<file path="config.mk">
export PLATFORM = sky130hd
export DESIGN_NAME = vcs_sum
export DESIGN_NICKNAME = d
export VERILOG_FILES = /design/src/sv/vcs_pkg.sv /design/src/sv/vcs_sum.sv
export SDC_FILE = /design/constraint.sdc
export NUM_CORES = 2
export LEC_CHECK = 0
export BUFFER_PORTS_ARGS = -buffer_cell sky130_fd_sc_hd__buf_4
export CAP_MARGIN = 20
export CORE_AREA = 5 5 346 348
export DETAILED_ROUTE_END_ITERATION = 10
export DIE_AREA = 0 0 351 353
export HOLD_SLACK_MARGIN = 0.1
export SYNTH_ARGS = -nofsm -noshare
export SYNTH_HDL_FRONTEND = slang
export SYNTH_SLANG_ARGS = --single-unit
export TNS_END_PERCENT = 5
</file>
<file path="constraint.sdc">
create_clock -name clk_i -period 14.1 [get_ports clk_i]
set_input_delay 4.23 -clock clk_i [delete_from_list [all_inputs] [get_ports clk_i]]
set_output_delay 4.23 -clock clk_i [all_outputs]
set_load 0.02 [all_outputs]
</file>
<file path="src/sv/vcs_pkg.sv">
// Shared types and constants of the streaming valid 2D convolution block.
// Used by the channel interfaces and by every module of the block.
package vcs_pkg;

  localparam int KERNEL_MAX_DEF = 5;
  localparam int IMAGE_MAX_DEF  = 1024;

  localparam int VAL_W     = 16;
  localparam int PROD_W    = 32;
  localparam int SUM_W     = 37;
  localparam int OUT_POS_W = 10;
  localparam int WIDX_W    = 5;
  localparam int KDIM_W    = 3;
  localparam int IDIM_W    = 11;
  localparam int CFG_IDX_W = 2;
  localparam int CFG_DAT_W = 11;

  localparam logic OP_WEIGHT = 1'b0;
  localparam logic OP_PIXEL  = 1'b1;

  localparam logic [CFG_IDX_W-1:0] REG_KERNEL_ROWS = 2'd0;
  localparam logic [CFG_IDX_W-1:0] REG_KERNEL_COLS = 2'd1;
  localparam logic [CFG_IDX_W-1:0] REG_IMAGE_ROWS  = 2'd2;
  localparam logic [CFG_IDX_W-1:0] REG_IMAGE_COLS  = 2'd3;

  localparam logic [KDIM_W-1:0] KERNEL_ROWS_RST = 3'd3;
  localparam logic [KDIM_W-1:0] KERNEL_COLS_RST = 3'd3;
  localparam logic [IDIM_W-1:0] IMAGE_ROWS_RST  = 11'd1024;
  localparam logic [IDIM_W-1:0] IMAGE_COLS_RST  = 11'd1024;

  // One item as it travels down the pipeline.
  typedef struct packed {
    logic                    op;
    logic [WIDX_W-1:0]       widx;
    logic signed [VAL_W-1:0] value;
    logic                    win_ok;
    logic                    last;
    logic [OUT_POS_W-1:0]    r0;
    logic [OUT_POS_W-1:0]    c0;
  } item_t;

endpackage

</file>
<file path="src/sv/vcs_sum.sv">
// Two-stage adder tree over the window products and the result register.
// Depends on vcs_pkg.
module vcs_sum #(
  parameter int KERNEL_MAX = vcs_pkg::KERNEL_MAX_DEF
) (
  input  logic                                  clk_i,
  input  logic                                  rst_ni,
  input  logic                                  err_i,
  input  logic                                  s3_valid_i,
  output logic                                  s3_ready_o,
  input  vcs_pkg::item_t                        s3_item_i,
  input  logic signed [vcs_pkg::PROD_W-1:0]     s3_prod_i [KERNEL_MAX][KERNEL_MAX],
  output logic                                  out_valid_o,
  input  logic                                  out_ready_i,
  output logic [vcs_pkg::OUT_POS_W-1:0]         out_row_o,
  output logic [vcs_pkg::OUT_POS_W-1:0]         out_col_o,
  output logic signed [vcs_pkg::SUM_W-1:0]      sum_o,
  output logic                                  frame_last_o,
  output logic                                  dims_error_o
);
  import vcs_pkg::*;

  logic                    v4_q, ov_q, t3, t4, emit4;
  item_t                   item4_q;
  logic signed [SUM_W-1:0] rs_q [KERNEL_MAX];
  logic signed [SUM_W-1:0] rs_c [KERNEL_MAX];
  logic signed [SUM_W-1:0] total;
  logic [OUT_POS_W-1:0]    row_q, col_q;
  logic signed [SUM_W-1:0] sum_q;
  logic                    last_q, err_q;

  assign emit4      = (item4_q.op == OP_PIXEL) && (err_i || item4_q.win_ok);
  assign t4         = v4_q && (!emit4 || !ov_q || out_ready_i);
  assign s3_ready_o = !v4_q || t4;
  assign t3         = s3_valid_i && s3_ready_o;

  always_comb begin
    for (int k = 0; k < KERNEL_MAX; k++) begin
      rs_c[k] = '0;
      for (int j = 0; j < KERNEL_MAX; j++) begin
        rs_c[k] = rs_c[k] + SUM_W'(s3_prod_i[k][j]);
      end
    end
    total = '0;
    for (int k = 0; k < KERNEL_MAX; k++) begin
      total = total + rs_q[k];
    end
  end

  always_ff @(posedge clk_i) begin
    if (t3) begin
      item4_q <= s3_item_i;
      rs_q    <= rs_c;
    end
  end

  always_ff @(posedge clk_i or negedge rst_ni) begin
    if (!rst_ni) begin
      v4_q <= 1'b0;
      ov_q <= 1'b0;
    end else begin
      if (t3) begin
        v4_q <= 1'b1;
      end else if (t4) begin
        v4_q <= 1'b0;
      end
      if (t4 && emit4) begin
        ov_q <= 1'b1;
      end else if (out_ready_i) begin
        ov_q <= 1'b0;
      end
    end
  end

  // A size mismatch turns every pixel into a bare error result.
  always_ff @(posedge clk_i) begin
    if (t4 && emit4) begin
      last_q <= item4_q.last;
      err_q  <= err_i;
      if (err_i) begin
        row_q <= '0;
        col_q <= '0;
        sum_q <= '0;
      end else begin
        row_q <= item4_q.r0;
        col_q <= item4_q.c0;
        sum_q <= total;
      end
    end
  end

  assign out_valid_o  = ov_q;
  assign out_row_o    = row_q;
  assign out_col_o    = col_q;
  assign sum_o        = sum_q;
  assign frame_last_o = last_q;
  assign dims_error_o = err_q;

  a_err_clean: assert property (@(posedge clk_i) disable iff (!rst_ni)
    (ov_q && err_q) |-> (sum_q == '0 && row_q == '0 && col_q == '0))
    else $error("error result carries a nonzero sum or position");

  a_out_source: assert property (@(posedge clk_i) disable iff (!rst_ni)
    $rose(ov_q) |-> $past(v4_q && emit4))
    else $error("result appeared without a producing item");

endmodule

</file>
Word-level counts from Yosys, hierarchy flattened. Index checks and enable logic that the tools add are counted.

Add/subtract/negate cells: 24. Mux-type cells: 4. Reductions and logical operators: 13.

Operators with widths (count): adder 35 x 32 -> 36 bit (5); adder 34 x 32 -> 35 bit (5); adder 33 x 32 -> 34 bit (5); adder 32 x 32 -> 33 bit (5); adder 37 bit (4); logical AND 1 bit (4); logical OR 1 bit (4); two-way mux 1 bit (4); nonzero test 2 bit (2); zero test 1 bit (3).

Register bits after elaboration: 269. Input bits: 849. Output and inout port bits: 61. Logic and storage cells: 58.

Depth between registers and ports, before layout.
Depth after elaboration: 9. Mapped depth: 17. Depth with buffers taken out: 16.

Worst setup path before layout. No wires, ideal clock.

Kind: input-to-reg. From: input err_i. To: register item4_q[0] (netlist bit), enable pin. Setup time: 0.793 ns. Data arrival time: 13.498 ns. Required time: 13.307 ns. Path slack: -0.192 ns. Stages on the path: 3. Buffers on the path: 0. Path through: o211ai_1 nor2_1 nor2b_1.

Longest elaborated chain between the ends: 8.

RTL lines: from (decl) (RTL line vcs_sum.sv:8) `input logic err_i,`; logical OR 1 bit (RTL line vcs_sum.sv:32) `assign emit4 = (item4_q.op == OP_PIXEL) && (err_i || item4_q.win_ok);`; logical AND 1 bit (RTL line vcs_sum.sv:32); zero test 1 bit (RTL line vcs_sum.sv:33) `assign t4 = v4_q && (!emit4 || !ov_q || out_ready_i);`; logical OR 1 bit (2 in a row) (RTL line vcs_sum.sv:33); logical AND 1 bit (RTL line vcs_sum.sv:33); logical OR 1 bit (RTL line vcs_sum.sv:34) `assign s3_ready_o = !v4_q || t4;`; logical AND 1 bit (RTL line vcs_sum.sv:35) `assign t3 = s3_valid_i && s3_ready_o;`; net t3 (RTL line vcs_sum.sv:23) `logic v4_q, ov_q, t3, t4, emit4;`; to (signal assigned) (RTL line vcs_sum.sv:52) `item4_q <= s3_item_i;`; to (decl) (RTL line vcs_sum.sv:24) `item_t item4_q;`.

The timed path passes the listed nets, and every way through them passes these cells. A chain may end at the register's enable or synchronous reset.

Worst setup path in the final report.
From: input err_i. To: output s3_ready_o.

Longest elaborated chain between the ends: 7.

RTL lines: logical OR 1 bit (RTL line vcs_sum.sv:32); logical AND 1 bit (RTL line vcs_sum.sv:32); zero test 1 bit (RTL line vcs_sum.sv:33); logical OR 1 bit (2 in a row) (RTL line vcs_sum.sv:33); logical AND 1 bit (RTL line vcs_sum.sv:33); logical OR 1 bit (RTL line vcs_sum.sv:34); to (decl) (RTL line vcs_sum.sv:10) `output logic s3_ready_o,`.

Every way passes these cells.

==> key figures <==
Worst setup path
  – Crit path arrival time: 5640 ps
  – Max stage delay on crit path: 540 ps
  – Reg2reg end: sum_o[35]$_SDFFCE_PP0P_
  – CP max FO: 67
  – Crit path from: err_i
  – CP delay by family, top: buffers and inverters
  – Cell depth of the worst flop-to-flop path: 15
  – R2r setup slk: 8910 ps
  – Buffers and inverters on the worst path: 3
  – Highest-delay cell along the critical path: buf_4
  – Startpoint types: input port
  – CP Capture Type: output pin
  – Setup CP Type: input port to output pin
  – Worst reg2reg path startpoint: rs_q[1]$_DFFE_PP_
  – WP data required: 9870 ps
  – Critical-path cell list: buf_4 > o211ai_1 > nor2_1 > inv_1 > buf_4
  – CP dominant cell by count: buf_4

Drt
  – Final antenna-violating net count: 0
  – Pre-antenna DRT Iters: 5
  – Via density: 4.40
  – Remaining DRCs: 0
  – Wire per inst: 17.4 um
  – Final WL: 117,000 um
  – DRT iter0 DRCs: 1,657
  – Detailed-route via count: 29,500

CTS
  – Clock latency on the worst-skew pair: 550 ps
  – Setup Buffers After CTS: 0
  – CTS Root Cell: clkbuf_16
  – CTS sink cnt: 264
  – Worst-path clk slew: 60 ps
  – CTS tree: yes
  – CTS buffer count: 34
  – Htree depth: 2
  – CTS resizes: 0
  – Clock Tree Buf Depth: 3
  – Hold Buf Count CTS: 0

Global routing
  – Grt ovf: 0
  – Vias in the first global route: 30,600
  – Pin count of the biggest net entering global routing: 75
  – Global-route wire length before repair: 174,000 um
  – Total GRT Usage: 18.6%
  – Initial antenna violation count: 6

Min path
  – Hold path startpoint: item4_q[20]$_DFFE_PP_
  – Hold EP: frame_last_o$_DFFE_PP_
  – Hold-critical path depth: 0
  – Worst min-delay path category: flop to flop

Logic synthesis
  – EDFF count, synth: 262
  – Top cells by count, synth: inv_1 (1,813), fa_1 (597), edfxtp_1 (262), ha_1 (217), a21oi_1 (184)
  – Post-synthesis register bit count: 264
  – Mapped Area: 0.0378 mm^2
  – Post-Synthesis Net Count: 5,932
  – Yosys top cell area share: 31.6%
  – Post-synthesis sequential area ratio: 20.9%
  – Top-count cell post-synth: inv_1
  – Synth Area per Inst: 8.86 um^2
  – Post-synthesis cell count: 4,269
  – Main flop type after synthesis: edfxtp_1
  – Warnings, synthesis: 0
  – Top post-synthesis cells by area: fa_1 (32%), edfxtp_1 (21%), inv_1 (18%)
  – Netlist cell types: 77
  – Asr flop ratio synth: 0.758%
  – Yosys top cell by area: fa_1

Finish
  – Final instance area: 0.0474 mm^2
  – # nets final: 6,803
  – Area of the multi-input gates: 0.0229 mm^2
  – Share of cells above drive strength 1: 19.1%
  – Storage cell area: 0.00792 mm^2
  – Layout fillers: 11,800
  – P&R area growth vs syn: 25.4%

Floorplan
  – Die footprint: 0.124 mm^2
  – Initial Util: 32.6%
  – FP Rows: 125
  – I/O Pins: 910
  – Total core area: 0.116 mm^2
  – Die X: 351 um
  – Die Y: 353 um

STA
  – Worst slew pin tran: 1010 ps
  – Final hold vios: 0
  – Final critical-path required period: 9870 ps
  – RSZ-0062 raised after global routing: no
  – Final Skew: 23.3 ps
  – Final Max Slew Viols: 0
  – Max Freq: 101 MHz
  – Crit share post-route: 70.0%
  – Setup Viol. Count Final: 0
  – Worst relative slew slack: 32.4%
  – TNS Setup: 0 ps
  – Setup WS post-layout: 4230 ps

Place
  – Port Buffers: 888
  – Placed Instance Area: 0.0462 mm^2
  – GPL Wtd Cong: 0.873
  – Place WS: 4190 ps
  – Hpwl dp: 105,000 um

Outcome
  – Status: complete, no violations

Flow run
  – Max cap viols: 0
state kept, by name (all words and copies together) (netlist names):
| signal | cells |
|---|---|
| rs_q | 180 |
| sum_o | 37 |
| v4_q | 1 |
| item4_q | 23 |
| out_valid_o | 1 |
| out_row_o | 10 |
| dims_error_o | 1 |
| out_col_o | 10 |
| frame_last_o | 1 |
metal layers:
layer  GRT usage, %  part of all wire [%]  vias to the layer above
li1               -                     -                    14300
met1           22.2                    39                    14300
met2           35.1                    54                      706
met3           3.60                   5.9                       77
met4           2.57                   1.3                        6
met5              0                 0.027                        -
logic make-up after synthesis:
kind of cell | synth area share [%]
AO/OA/AOI/OAI | 11.1
XOR/XNOR | 3.96
adder cells (fa/ha/maj) | 38.8
buffers and inverters | 18.6
flip-flops | 20.9
multiplexers | 0.308
AND/OR/NAND/NOR | 6.33
metrics by stage:
stage | utilization [%] | hold WS (ps) | instances
after global routing | 40.9 | 506 | 6688
after floorplan | - | 400 | 4269
after detailed placement | 39.9 | 501 | 6628
final | 40.9 | 498 | 6690
after CTS | 40.9 | 516 | 6687
after global placement | 39.9 | 496 | 6628
worst max-delay path by stage:
stage / end / slack (ps) / cells past startpoint
finish: s3_ready_o / 4230 / 5
detailed placement: s3_ready_o / 4190 / 5
global route: s3_ready_o / 4090 / 5
floorplan: item4_q[0]$_DFFE_PP_ / 3790 / 3
global placement: s3_ready_o / 4180 / 5
CTS: s3_ready_o / 4180 / 5
final cells by class:
| cell class | count | area share, % |
|---|---|---|
| inverter | 1813 | 14.3 |
| clock inverter | 21 | 0.643 |
| clock buffer | 38 | 1.87 |
| antenna | 3 | 0.0158 |
| multi-input combinational | 2133 | 48.3 |
| timing repair buffer | 894 | 14.1 |
| sequential | 264 | 16.7 |
| tap | 1524 | 4.02 |
layout by cell type (no fill, tap or decap), types with 107 or more instances in the layout:
| cell type | n |
|---|---|
| fa_1 | 597 |
| edfxtp_1 | 262 |
| xnor2_1 | 109 |
| inv_1 | 1813 |
| o21ai_0 | 117 |
| buf_4 | 894 |
| nor2_1 | 129 |
| a21oi_1 | 184 |
| nand2_1 | 124 |
| ha_1 | 217 |
| a21o_1 | 107 |
Power is not shown: default switching activity piles up to over one toggle a cycle in this logic, so the estimate is an artifact.
