==> config.mk <==
export PLATFORM = sky130hd
export DESIGN_NAME = vcs_dims
export DESIGN_NICKNAME = d
export VERILOG_FILES = /design/src/sv/vcs_pkg.sv /design/src/sv/vcs_dims.sv
export SDC_FILE = /design/constraint.sdc
export NUM_CORES = 1
export LEC_CHECK = 0
export BUFFER_PORTS_ARGS = -buffer_cell sky130_fd_sc_hd__buf_2
export CAP_MARGIN = 20
export CORE_MARGIN = 3
export CORE_UTILIZATION = 50
export CTS_CLUSTER_SIZE = 28
export DETAILED_ROUTE_END_ITERATION = 7
export GPL_ROUTABILITY_DRIVEN = 0
export HOLD_SLACK_MARGIN = 0.06
export PLACE_DENSITY = 0.66
export SLEW_MARGIN = 20
export SYNTH_ARGS = -nofsm -noshare
export SYNTH_HDL_FRONTEND = slang
export SYNTH_SLANG_ARGS = --single-unit
==> constraint.sdc <==
create_clock -name clk_i -period 5.1 [get_ports clk_i]
set_input_delay 0.765 -clock clk_i [delete_from_list [all_inputs] [get_ports clk_i]]
set_output_delay 0.765 -clock clk_i [all_outputs]
set_load 0.1 [all_outputs]
==> src/sv/vcs_pkg.sv <==
// Shared types and constants of the streaming valid 2D convolution block.
// Used by the channel interfaces and by every module of the block.
package vcs_pkg;

  localparam int KERNEL_MAX_DEF = 5;
  localparam int IMAGE_MAX_DEF  = 1024;

  localparam int VAL_W     = 16;
  localparam int PROD_W    = 32;
  localparam int SUM_W     = 37;
  localparam int OUT_POS_W = 10;
  localparam int WIDX_W    = 5;
  localparam int KDIM_W    = 3;
  localparam int IDIM_W    = 11;
  localparam int CFG_IDX_W = 2;
  localparam int CFG_DAT_W = 11;

  localparam logic OP_WEIGHT = 1'b0;
  localparam logic OP_PIXEL  = 1'b1;

  localparam logic [CFG_IDX_W-1:0] REG_KERNEL_ROWS = 2'd0;
  localparam logic [CFG_IDX_W-1:0] REG_KERNEL_COLS = 2'd1;
  localparam logic [CFG_IDX_W-1:0] REG_IMAGE_ROWS  = 2'd2;
  localparam logic [CFG_IDX_W-1:0] REG_IMAGE_COLS  = 2'd3;

  localparam logic [KDIM_W-1:0] KERNEL_ROWS_RST = 3'd3;
  localparam logic [KDIM_W-1:0] KERNEL_COLS_RST = 3'd3;
  localparam logic [IDIM_W-1:0] IMAGE_ROWS_RST  = 11'd1024;
  localparam logic [IDIM_W-1:0] IMAGE_COLS_RST  = 11'd1024;

  // One item as it travels down the pipeline.
  typedef struct packed {
    logic                    op;
    logic [WIDX_W-1:0]       widx;
    logic signed [VAL_W-1:0] value;
    logic                    win_ok;
    logic                    last;
    logic [OUT_POS_W-1:0]    r0;
    logic [OUT_POS_W-1:0]    c0;
  } item_t;

endpackage

==> src/sv/vcs_dims.sv <==
// Checks that the image size is a multiple of the kernel size, from registered
// quotients into a registered error flag. Depends on vcs_pkg.
module vcs_dims #(
  parameter int KERNEL_MAX = vcs_pkg::KERNEL_MAX_DEF,
  parameter int IMAGE_MAX  = vcs_pkg::IMAGE_MAX_DEF
) (
  input  logic                                  clk_i,
  input  logic                                  rst_ni,
  input  logic [$clog2(KERNEL_MAX+1)-1:0]       kr_i,
  input  logic [$clog2(KERNEL_MAX+1)-1:0]       kc_i,
  input  logic [$clog2(IMAGE_MAX+1)-1:0]        ir_i,
  input  logic [$clog2(IMAGE_MAX+1)-1:0]        ic_i,
  output logic                                  err_o
);
  import vcs_pkg::*;

  localparam int KE_W = $clog2(KERNEL_MAX+1);
  localparam int IE_W = $clog2(IMAGE_MAX+1);
  localparam int S    = IE_W + 4;
  localparam int PW   = IE_W + S + 1;
  localparam int CW   = IE_W + KE_W;

  logic [IE_W-1:0] rq_q [KERNEL_MAX+1];
  logic [IE_W-1:0] cq_q [KERNEL_MAX+1];
  logic            err_q;

  always_ff @(posedge clk_i or negedge rst_ni) begin
    if (!rst_ni) begin
      rq_q[0] <= '0;
      cq_q[0] <= '0;
    end else begin
      rq_q[0] <= '0;
      cq_q[0] <= '0;
    end
  end

  // Quotients by every possible kernel size, via a scaled reciprocal.
  for (genvar d = 1; d <= KERNEL_MAX; d++) begin : g_div
    localparam int M = ((1 << S) + d - 1) / d;
    logic [PW-1:0] rp, cp;
    assign rp = PW'(ir_i) * PW'(M);
    assign cp = PW'(ic_i) * PW'(M);
    always_ff @(posedge clk_i or negedge rst_ni) begin
      if (!rst_ni) begin
        rq_q[d] <= '0;
        cq_q[d] <= '0;
      end else begin
        rq_q[d] <= rp[S +: IE_W];
        cq_q[d] <= cp[S +: IE_W];
      end
    end
  end

  always_ff @(posedge clk_i or negedge rst_ni) begin
    if (!rst_ni) begin
      err_q <= 1'b0;
    end else begin
      err_q <= (CW'(rq_q[kr_i]) * CW'(kr_i) != CW'(ir_i)) ||
               (CW'(cq_q[kc_i]) * CW'(kc_i) != CW'(ic_i));
    end
  end

  assign err_o = err_q;

endmodule

==> Word-level counts from Yosys, hierarchy flattened <==
Cells that the tools add are included.
W data, S select, Z words.
{ "op_classes": {"muxes": 6, "magnitude_cmp": 2, "eq_ne": 2, "n_bitwise": 2, "n_reduce_logical": 1, "multipliers": 6} }
{ "op_table": {"columns": ["operator", "count"], "rows": [
  ["$bmux W11 S3", 2],
  ["$mul A11 B14 Y25 const B", 2],
  ["$mul A11 B12 Y23 const B", 2],
  ["$mux W11", 4],
  ["$mul A11 B3 Y14", 2],
  ["$ne A14 B11 Y1", 2],
  ["$ge A4 B4 Y1 const B", 2],
  ["$not A3 Y4", 2],
  ["$logic_or A1 B1 Y1", 1]
]} }
{ "word_totals": {"inputBits": 30, "regBits": 99, "output_inout_bits": 1} }

==> Depth between registers and ports, before layout <==
Gate-level depths: netlist (run 1).
{ "logic_depth": {"depth_word": 7, "mapped_depth": 19} }

==> Least setup slack after synthesis (run 1) <==
OpenSTA, ideal clock, no wires.
{ "synth_timing": {"path_type": "in2reg", "from": "in ir_i[3]", "to": "reg rq_q[8] in the netlist's numbering", "setup_slack_ps": 216, "t_arrival_ps": 4756, "stages": 15, "t_required_ps": 4972, "n_path_buf": 0, "path_cell_list": "inv_1 -> ha_1 -> fa_1 -> fa_1 -> inv_1 -> fa_1 -> fa_1 -> ha_1 -> and3_1 -> a221oi_2 -> o31ai_2 -> a211oi_2 -> o31ai_4 -> a311oi_2 -> xnor2_1"} }
{ "synth_via": {"elab_chain_cells": 1} }
{ "synth_rtl": {"columns": ["element", "line_no", "text"], "rows": [
  ["start, declared", "vcs_dims.sv:11", "input logic [$clog2(IMAGE_MAX+1)-1:0] ir_i,"],
  ["$mul A11 B12 Y23", "vcs_dims.sv:41", "assign rp = PW'(ir_i) * PW'(M);"],
  ["net g_div[5].rp[23]", "vcs_dims.sv:40", "logic [PW-1:0] rp, cp;"],
  ["end signal, assigned by index", "vcs_dims.sv:48", "rq_q[d] <= rp[S +: IE_W];"],
  ["end, declared", "vcs_dims.sv:23", "logic [IE_W-1:0] rq_q [KERNEL_MAX+1];"]
]} }
The timed path passes the listed nets, and every way through them passes these cells.

==> Final worst setup path (run 1) <==
{ "layout_timing": {"from": "in ir_i[9]", "to": "reg rq_q[8] in the netlist's numbering"} }
The elaborated chain is that of the path after synthesis.

==> impl_metrics.yaml, run 1 <==
flow_run:
  drv_cap: 0
timing:
  setup_viol: 0
  min_period_over_period_pct: 96.6
  skew_ns: 0.0154
  max_slew_margin_pct: 48.6
  tightest_slew_ns: 0.771
  fmax_mhz: 203
  finalCriticalPeriod_ns: 4.93
  tns_ns: 0
  hold_violations: 0
  drv_slew: 0
die:
  rows: 57
  core_um2: 24500
  die_area_um2: 27000
  die_w_um: 164
  ios: 31
  die_y_um: 164
  initial_utilization_pct: 51.2
clock_network:
  htree_levels: 3
  cts_made_buffers: 9
  cts.sinks: 61
  cts_tree: "yes"
  cts-root-buf: "clkbuf_16"
  cts_buffer_depth: 2
  hold_buffers: 0
  cts_setup_buffers: 0
  clock_latency_ns: 0.34
  cts.clk_slew.worst_paths_ns: 0.07
final_layout:
  fin_cells: 1788
  area_delta_synth_final_pct: 12.8
  final_common_cell: "inv_1"
  mostFrequentLayoutCells: "293 x inv_1, 287 x ha_1, 149 x fa_1"
  final_nets: 1925
  seq_area_um2: 1530
  fillCellCount: 2147
  drive_above_1_share_pct: 12.7
  multi_input_area_um2: 9910
drt:
  ant_nets: 0
  drt_pre_antenna_iters: 5
  vias_per_cell: 5.21
  drt-total-wl_um: 27600
  drcViolationCount: 0
  drtIter0Drc: 498
  wire_per_inst_um: 15.5
  vias: 9313
worst_setup_path:
  end_kind: "flop"
  r2r_setup_slack_ns: 1.26
  critPathKind: "input pin to flop"
  worstReg2RegStart: "rq_q[48]"
  r2r_end: "err_o"
  worstSetupStartpointType: "input pin"
  crit_fanout: 5
  reg2regPathDepth: 15
  cp.arrival_ns: 5.14
  worstPathRequired_ns: 5.31
synthesis:
  yosys_register_bits: 61
  synth_top_area_cell: "ha_1"
  yosys.area.top_type_share_pct: 28.7
  synthCells: 1326
  synth_edf_count: 0
  ys_warn_count: 0
  avgSynthCellArea_um2: 9.45
  ys_types: 65
  synthArstFlopShare_pct: 100
  yosys-top-cells-area: "ha_1 29%, fa_1 24%, dfrtp_1 12%, inv_1 8.8%, a21oi_1 3.3%"
  ys_seq_area_share_pct: 12.2
  yosys_most_used_dff: "dfrtp_1"
  synthesis.area_um2: 12500
placement:
  port_buffers: 30
  dpl.hpwl_um: 24400
  dp_cells: 1771
power:
  peakVddDrop_v: 0.000307
  power_mw: 5.85
  power.leakage_nw: 7.82
  powerDensity_nw_per_um2: 414
global_route:
  grt_max_degree: 62
  antenna_found_initial: 1
  track_usage_pct: 22.0
  overflow: 0
  grt_pass1_vias: 9840
  grt_pass1_wl_um: 47900
min_path:
  hold_path_class: "input pin to async pin"
run_status:
  status: "finished, final reports clean"
Yosys cell counts, drive strengths merged, types with 5 or more instances:
cell / count
a211oi: 17
inv: 293
xor2: 21
clkbuf: 9
nand3: 17
xnor2: 45
a21oi: 83
ha: 287
nor2b: 17
nand2b: 11
o21a: 11
a21o: 26
o21ai: 24
mux2i: 11
or2: 19
o31ai: 5
nor2: 66
buf: 7
o31a: 5
nand2: 53
fa: 150
dfrtp: 61
a211o: 6
and3: 7
nor3: 11
nand4: 9
what timing repair did:
action                                 in CTS  in global routing
gates resized for setup                     0                 11
setup endpoints to repair                   0                  8
endpoints found under the hold margin       0                  0
through the flow:
step,util (%),hold slack [ns],setup WS [ns],area (um^2)
6_report,57.8,0.591,0.174,14100
5_1_grt,57.8,0.667,-0.00544,14100
4_1_cts,57.6,0.615,0.179,14100
3_5_place_dp,56.4,0.980,-0.151,13800
3_3_place_gp,56.4,0.974,-0.0785,13800
2_1_floorplan,-,0.469,0.216,12600
report_power, final:
group | total [mW] | leakage [nW] | switching [mW] | internal (mW)
clock | 0.568 | 0.133 | 0.234 | 0.334
combinational | 4.53 | 6.97 | 2.47 | 2.06
sequential | 0.753 | 0.715 | 0.0796 | 0.673
worst max path at each step:
stage          endpoint     start  slack (ns)
5_1_grt        cq_q[31]   ic_i[2]      -0.005
2_1_floorplan   rq_q[8]   ir_i[3]        0.22
4_1_cts        cq_q[31]   ic_i[2]        0.18
3_3_place_gp    cq_q[7]   ic_i[2]       -0.08
6_report        rq_q[8]   ir_i[9]        0.17
3_5_place_dp   cq_q[31]  ic_i[10]       -0.15
per-layer routing:
| layer | vias to the layer above | track usage (%) | wire length [um] |
|---|---|---|---|
| met5 | - | 0 | 0 |
| met4 | 0 | 4.69 | 456 |
| met3 | 34 | 2.02 | 952 |
| met2 | 153 | 35.6 | 12700 |
| met1 | 4461 | 32.2 | 13600 |
| li1 | 4665 | - | - |
flip-flops by register name, summed over array words and instances, names as in the netlist:
signal and flops:
rq_q 30, cq_q 30, err_o 1
layout make-up:
type                            count  share of cell area, %
Antenna cell                        1                 0.0177
Clock buffer                        9                   1.59
Clock inverter                      7                  0.389
Inverter                          293                   7.78
Multi-Input combinational cell    961                   70.1
Sequential cell                    61                   10.8
Tap cell                          324                   2.87
Timing Repair Buffer              132                   6.48
kinds of logic (layout without fill, tap and decap cells):
group                    after synthesis  after routing  synth area share (%)
XOR/XNOR                              66             66                  4.61
other                                  1              7                0.0299
flip-flops                            61             61                  12.2
AO/OA/AOI/OAI                        220            220                  12.0
adder cells (fa/ha/maj)              437            437                  52.6
AND/OR/NAND/NOR                      221            221                  8.44
buffers and inverters                309            441                  9.29
multiplexers                          11             11                 0.879
worst max-delay path, cell delays in order:
cell and delay (ns):
buf_2 0.16, inv_1 0.08, ha_1 0.33, fa_1 0.54, fa_1 0.44, fa_1 0.46, fa_1 0.49, inv_1 0.04
ha_1 0.28, and3_1 0.21, a221oi_2 0.34, o31ai_4 0.13, a211oi_2 0.34, o31ai_4 0.15, a311oi_2 0.28, xnor2_1 0.10
(Power assumes the default switching activity.)
==> run 2, diff against run 1 <==
CORE_UTILIZATION = 70   (was 50)
PLACE_DENSITY = unset   (was 0.66)
PLACE_DENSITY_LB_ADDON = 0.1   (was unset)
==> run 2 against run 1 <==
- first-iteration DRC count is 17% higher
- fmax shrank 0.16%
- critical path depth rose by 2
- largest cell class unchanged
- clock-buffer cell count rose by 3
- routed wire length up 5.1%
- flip-flop and latch count is the same
==> impl_metrics.yaml, run 2 (synthesis results as in run 1) <==
final_layout:
  diodes: 0
  utilization_pct: 80.6
  fillCellCount: 1144
  final_cell_area_um2: 14000
  final_common_cell: "inv_1"
  area_delta_synth_final_pct: 12.1
  final_nets: 1931
  drive_above_1_share_pct: 12.7
  mostFrequentLayoutCells: "293 x inv_1, 287 x ha_1, 150 x fa_1"
worst_setup_path:
  end_kind: "flop"
  worstPathRequired_ns: 5.33
  r2r_end: "err_o"
  cp.arrival_ns: 5.16
  crit_path_start: "ic_i[7]"
  critPathKind: "input pin to flop"
  worstSetupStartpointType: "input pin"
  crit_end: "cq_q[31]"
  crit_fanout: 5
  worstReg2RegStart: "cq_q[24]"
  reg2regPathDepth: 14
  r2r_setup_slack_ns: 1.13
timing:
  tightest_slew_ns: 0.767
  hold_slack_ns: 0.581
  skew_ns: 0.00628
  finalCriticalPeriod_ns: 4.93
  min_period_over_period_pct: 96.7
  max_slew_margin_pct: 48.9
  drv_slew: 0
  rsz0062_at_grt: "no"
  hold_violations: 0
  fin_ws_ns: 0.166
  setup_viol: 0
  fmax_mhz: 203
placement:
  dpl_worst_slack_ns: -0.269
  port_buffers: 30
  placed_area_um2: 13700
  dpl.hpwl_um: 24700
drt:
  ant_nets: 0
  met1Wirelength_um: 13400
  dr_wl_met3_um: 1680
  drcViolationCount: 0
  drtIter0Drc: 581
  wire_per_inst_um: 17.2
  drt-total-wl_um: 29100
  vias: 9712
  vias_per_cell: 5.74
  wl_met2_um: 13500
  top_layer: "met4"
  drt_pre_antenna_iters: 5
min_path:
  hold_path_class: "input pin to async pin"
clock_network:
  cts_made_buffers: 9
  hold_buffers: 0
  cts.sinks: 61
  htree_levels: 3
  cts.clk_slew.worst_paths_ns: 0.05
  cts-root-buf: "clkbuf_16"
  cts_buffer_depth: 2
  cts_tree: "yes"
  clock_latency_ns: 0.33
global_route:
  track_usage_pct: 31.2
  grt_max_degree: 62
  grt_pass1_wl_um: 49400
  overflow: 0
  grt_pass1_vias: 10400
  antenna_found_initial: 0
power:
  powerDensity_nw_per_um2: 418
  peakVddDrop_v: 0.000485
  power.leakage_nw: 7.85
die:
  die_y_um: 140
  initial_utilization_pct: 72.0
  ios: 31
  die_w_um: 140
  die_area_um2: 19500
  rows: 48
  core_um2: 17400
flow_run:
  drv_cap: 0
run_status:
  status: "finished, final reports clean"
-- run 2: what timing repair did --
item / CTS / global route
gates resized for setup: 0 / 10
buffers inserted: 0 / 0
setup endpoints to repair: 0 / 9
-- run 2: how the worst min path moves through the flow --
stage	startpoint	to	slack, ns	depth (start not counted)
floorplan	rst_ni	cq_q[0]	0.47	0
global placement	rst_ni	rq_q[5]	0.96	2
detailed placement	rst_ni	rq_q[8]	0.97	2
CTS	rst_ni	rq_q[8]	0.62	2
global route	rst_ni	rq_q[5]	0.65	2
finish	rst_ni	rq_q[5]	0.58	2
-- run 2: stage by stage --
| stage | instances | TNS [ns] | total power, mW |
|---|---|---|---|
| CTS | 1692 | 0 | 5.80 |
| global placement | 1678 | -0.138 | 4.99 |
| floorplan | 1331 | 0 | 3.89 |
| detailed placement | 1678 | -1.70 | 5.17 |
| finish | 1692 | 0 | 5.88 |
| global route | 1692 | 0 | 6.54 |
-- run 2: power by group --
part / switching (mW) / leakage [nW] / internal [mW] / total [mW]
Sequential: 0.0893 / 0.715 / 0.674 / 0.763
Combinational: 2.50 / 7.00 / 2.05 / 4.56
Clock: 0.209 / 0.134 / 0.348 / 0.557
Total: 2.80 / 7.85 / 3.08 / 5.88
-- run 2: metal layers --
metal / GRT usage, % / vias up
met5: 0 / -
met4: 6.58 / 0
met3: 3.88 / 49
met2: 51.4 / 270
met1: 44.9 / 4745
li1: - / 4648
-- run 2: cell type report --
type	count	area (um^2)	share of cell area, %
clock buffers	12	256	1.83
clock inverters	2	10.0	0.0713
inverters	293	1100	7.83
multi-input cells	961	9910	70.5
flip-flops and latches	61	1530	10.9
well taps	225	282	2.00
repair buffers	138	963	6.86
-- run 2: critical path: stages --
cell and delay, ns:
buf_2 0.16, ha_1 0.33, buf_4 0.18, xnor2_1 0.27, inv_1 0.13, fa_1 0.52
fa_1 0.52, inv_1 0.05, fa_1 0.48, inv_1 0.05, ha_1 0.29, and4_1 0.23
a21bo_2 0.24, a21oi_1 0.15, buf_4 0.16, nor2_2 0.06, o2111a_1 0.27, a311oi_2 0.27
==> run 3, diff against run 2 <==
CELL_PAD_IN_SITES_DETAIL_PLACEMENT = 1   (was unset)
CELL_PAD_IN_SITES_GLOBAL_PLACEMENT = 1   (was unset)
CORE_UTILIZATION = 56   (was 70)
SLEW_MARGIN = unset   (was 20)
==> run 3 against run 2 <==
- the flow now finishes with violations (setup timing)
- critical path type unchanged
- via count grew 15%
- highest routed layer unchanged
- cell count grew 3.8%
- clock power grew 6.6%
- core utilization shrank 15 points
- die area grew 24%
- largest cell class unchanged
- clock skew is essentially flat
- hold slack gained 0.023 ns
- largest power group unchanged
- combinational power grew 22%
- design area grew 2.7%
- critical endpoint is now cq_q[25]
- setup slack lost 0.29 ns
- first-iteration DRC count grew 35%
==> impl_metrics.yaml, run 3 (synthesis results as in run 1) <==
run_status:
  status: "finished, violations left"
  violations: "setup timing"
clock_network:
  htree_levels: 3
  hold_buffers: 0
  clock_latency_ns: 0.34
  cts-root-buf: "clkbuf_16"
  cts_buffer_depth: 2
  cts_tree: "yes"
  cts.clk_slew.worst_paths_ns: 0.06
  cts_made_buffers: 9
  cts.sinks: 61
drt:
  drt-total-wl_um: 47100
  vias: 11200
  drtIter0Drc: 784
  drt_pre_antenna_iters: 5
  vias_per_cell: 6.37
  ant_nets: 0
  wire_per_inst_um: 26.8
  drcViolationCount: 0
timing:
  max_slew_margin_pct: 42.8
  tns_ns: -0.261
  hold_violations: 0
  drv_slew: 0
  finalCriticalPeriod_ns: 5.23
  hold_slack_ns: 0.604
  min_period_over_period_pct: 102
  fin_ws_ns: -0.126
  skew_ns: 0.00620
  setup_viol: 3
  rsz0062_at_grt: "yes"
  fmax_mhz: 191
  tightest_slew_ns: 0.858
die:
  initial_utilization_pct: 57.3
  die_area_um2: 24200
  core_um2: 21900
  die_w_um: 156
  die_y_um: 156
  rows: 54
  ios: 31
power:
  power.leakage_nw: 7.93
  peakVddDrop_v: 0.000420
  powerDensity_nw_per_um2: 480
min_path:
  hold_path_class: "input pin to async pin"
placement:
  dpl_worst_slack_ns: -0.393
  placed_area_um2: 13900
  port_buffers: 30
  dpl.hpwl_um: 32700
worst_setup_path:
  worstReg2RegStart: "rq_q[48]"
  crit_fanout: 6
  r2r_setup_slack_ns: 0.68
  crit_path_start: "ic_i[10]"
  worstPathRequired_ns: 5.28
  worstSetupStartpointType: "input pin"
  end_kind: "flop"
  critPathKind: "input pin to flop"
  cp.arrival_ns: 5.41
final_layout:
  mostFrequentLayoutCells: "291 x inv_1, 275 x ha_1, 146 x fa_1"
  final_nets: 1940
  fillCellCount: 2491
  final_common_cell: "inv_1"
  diodes: 0
  area_delta_synth_final_pct: 15.1
  final_cell_area_um2: 14400
  drive_above_1_share_pct: 16.0
global_route:
  grt_max_degree: 62
  track_usage_pct: 35.4
  grt_pass1_vias: 12400
  antenna_found_initial: 0
  overflow: 0
  grt_pass1_wl_um: 66900
flow_run:
  drv_cap: 0
run 3: changes by cell type in the layout (fill, tap and decap cells not counted), sizes merged:
cell	before	now
buf	137	146
run 3: timing repair:
action	4_1_cts	5_1_grt
resized for setup	4	56
pin swaps	0	20
setup endpoints to repair	4	28
buffers inserted	0	1
cloned	0	0
run 3: power by group:
part	internal [mW]	switching (mW)	leakage, nW
logic	2.29	3.25	7.08
registers	0.674	0.115	0.715
clock network	0.349	0.244	0.134
run 3: critical path, cell delays in order:
cell	delay (ns)
buf_2	0.24
ha_4	0.26
buf_4	0.14
ha_1	0.30
inv_1	0.08
fa_1	0.62
fa_1	0.48
fa_1	0.57
inv_1	0.06
ha_1	0.33
a21o_1	0.18
a21o_1	0.20
a32oi_2	0.27
nand2_1	0.21
a21o_1	0.26
a211oi_1	0.30
nor3_1	0.13
run 3: layout make-up:
| type | count | area (um^2) | share of cell area, % |
|---|---|---|---|
| timing repair buffer | 147 | 1030 | 7.15 |
| sequential | 61 | 1530 | 10.6 |
| multi-input combinational | 961 | 10200 | 70.4 |
| inverter | 293 | 1100 | 7.62 |
| clock inverter | 2 | 10.0 | 0.0694 |
| tap | 280 | 350 | 2.43 |
| clock buffer | 12 | 256 | 1.78 |
run 3: through the flow:
stage	utilization, %	std cells	power (mW)
2_1_floorplan	-	1331	3.89
3_3_place_gp	63.3	1741	5.10
3_5_place_dp	63.3	1741	5.56
4_1_cts	64.6	1755	6.34
5_1_grt	65.9	1756	7.43
6_report	65.9	1756	6.93
run 3: routing by layer:
metal  global-route usage (%)  wire, um
met2                     61.3     22500
met1                     44.8     17600
met4                     15.2      3250
met5                        0         0
met3                     4.38      3670
run 3: path summary, 6_finish.rpt:
check,to,depth (start not counted)
setup / recovery,cq_q[25],17
hold / removal,rq_q[19],2
setup reg to reg,err_o,15
hold reg to reg,err_o,7
max in group asynchronous,cq_q[53],2
min in group clk_i,cq_q[45],1
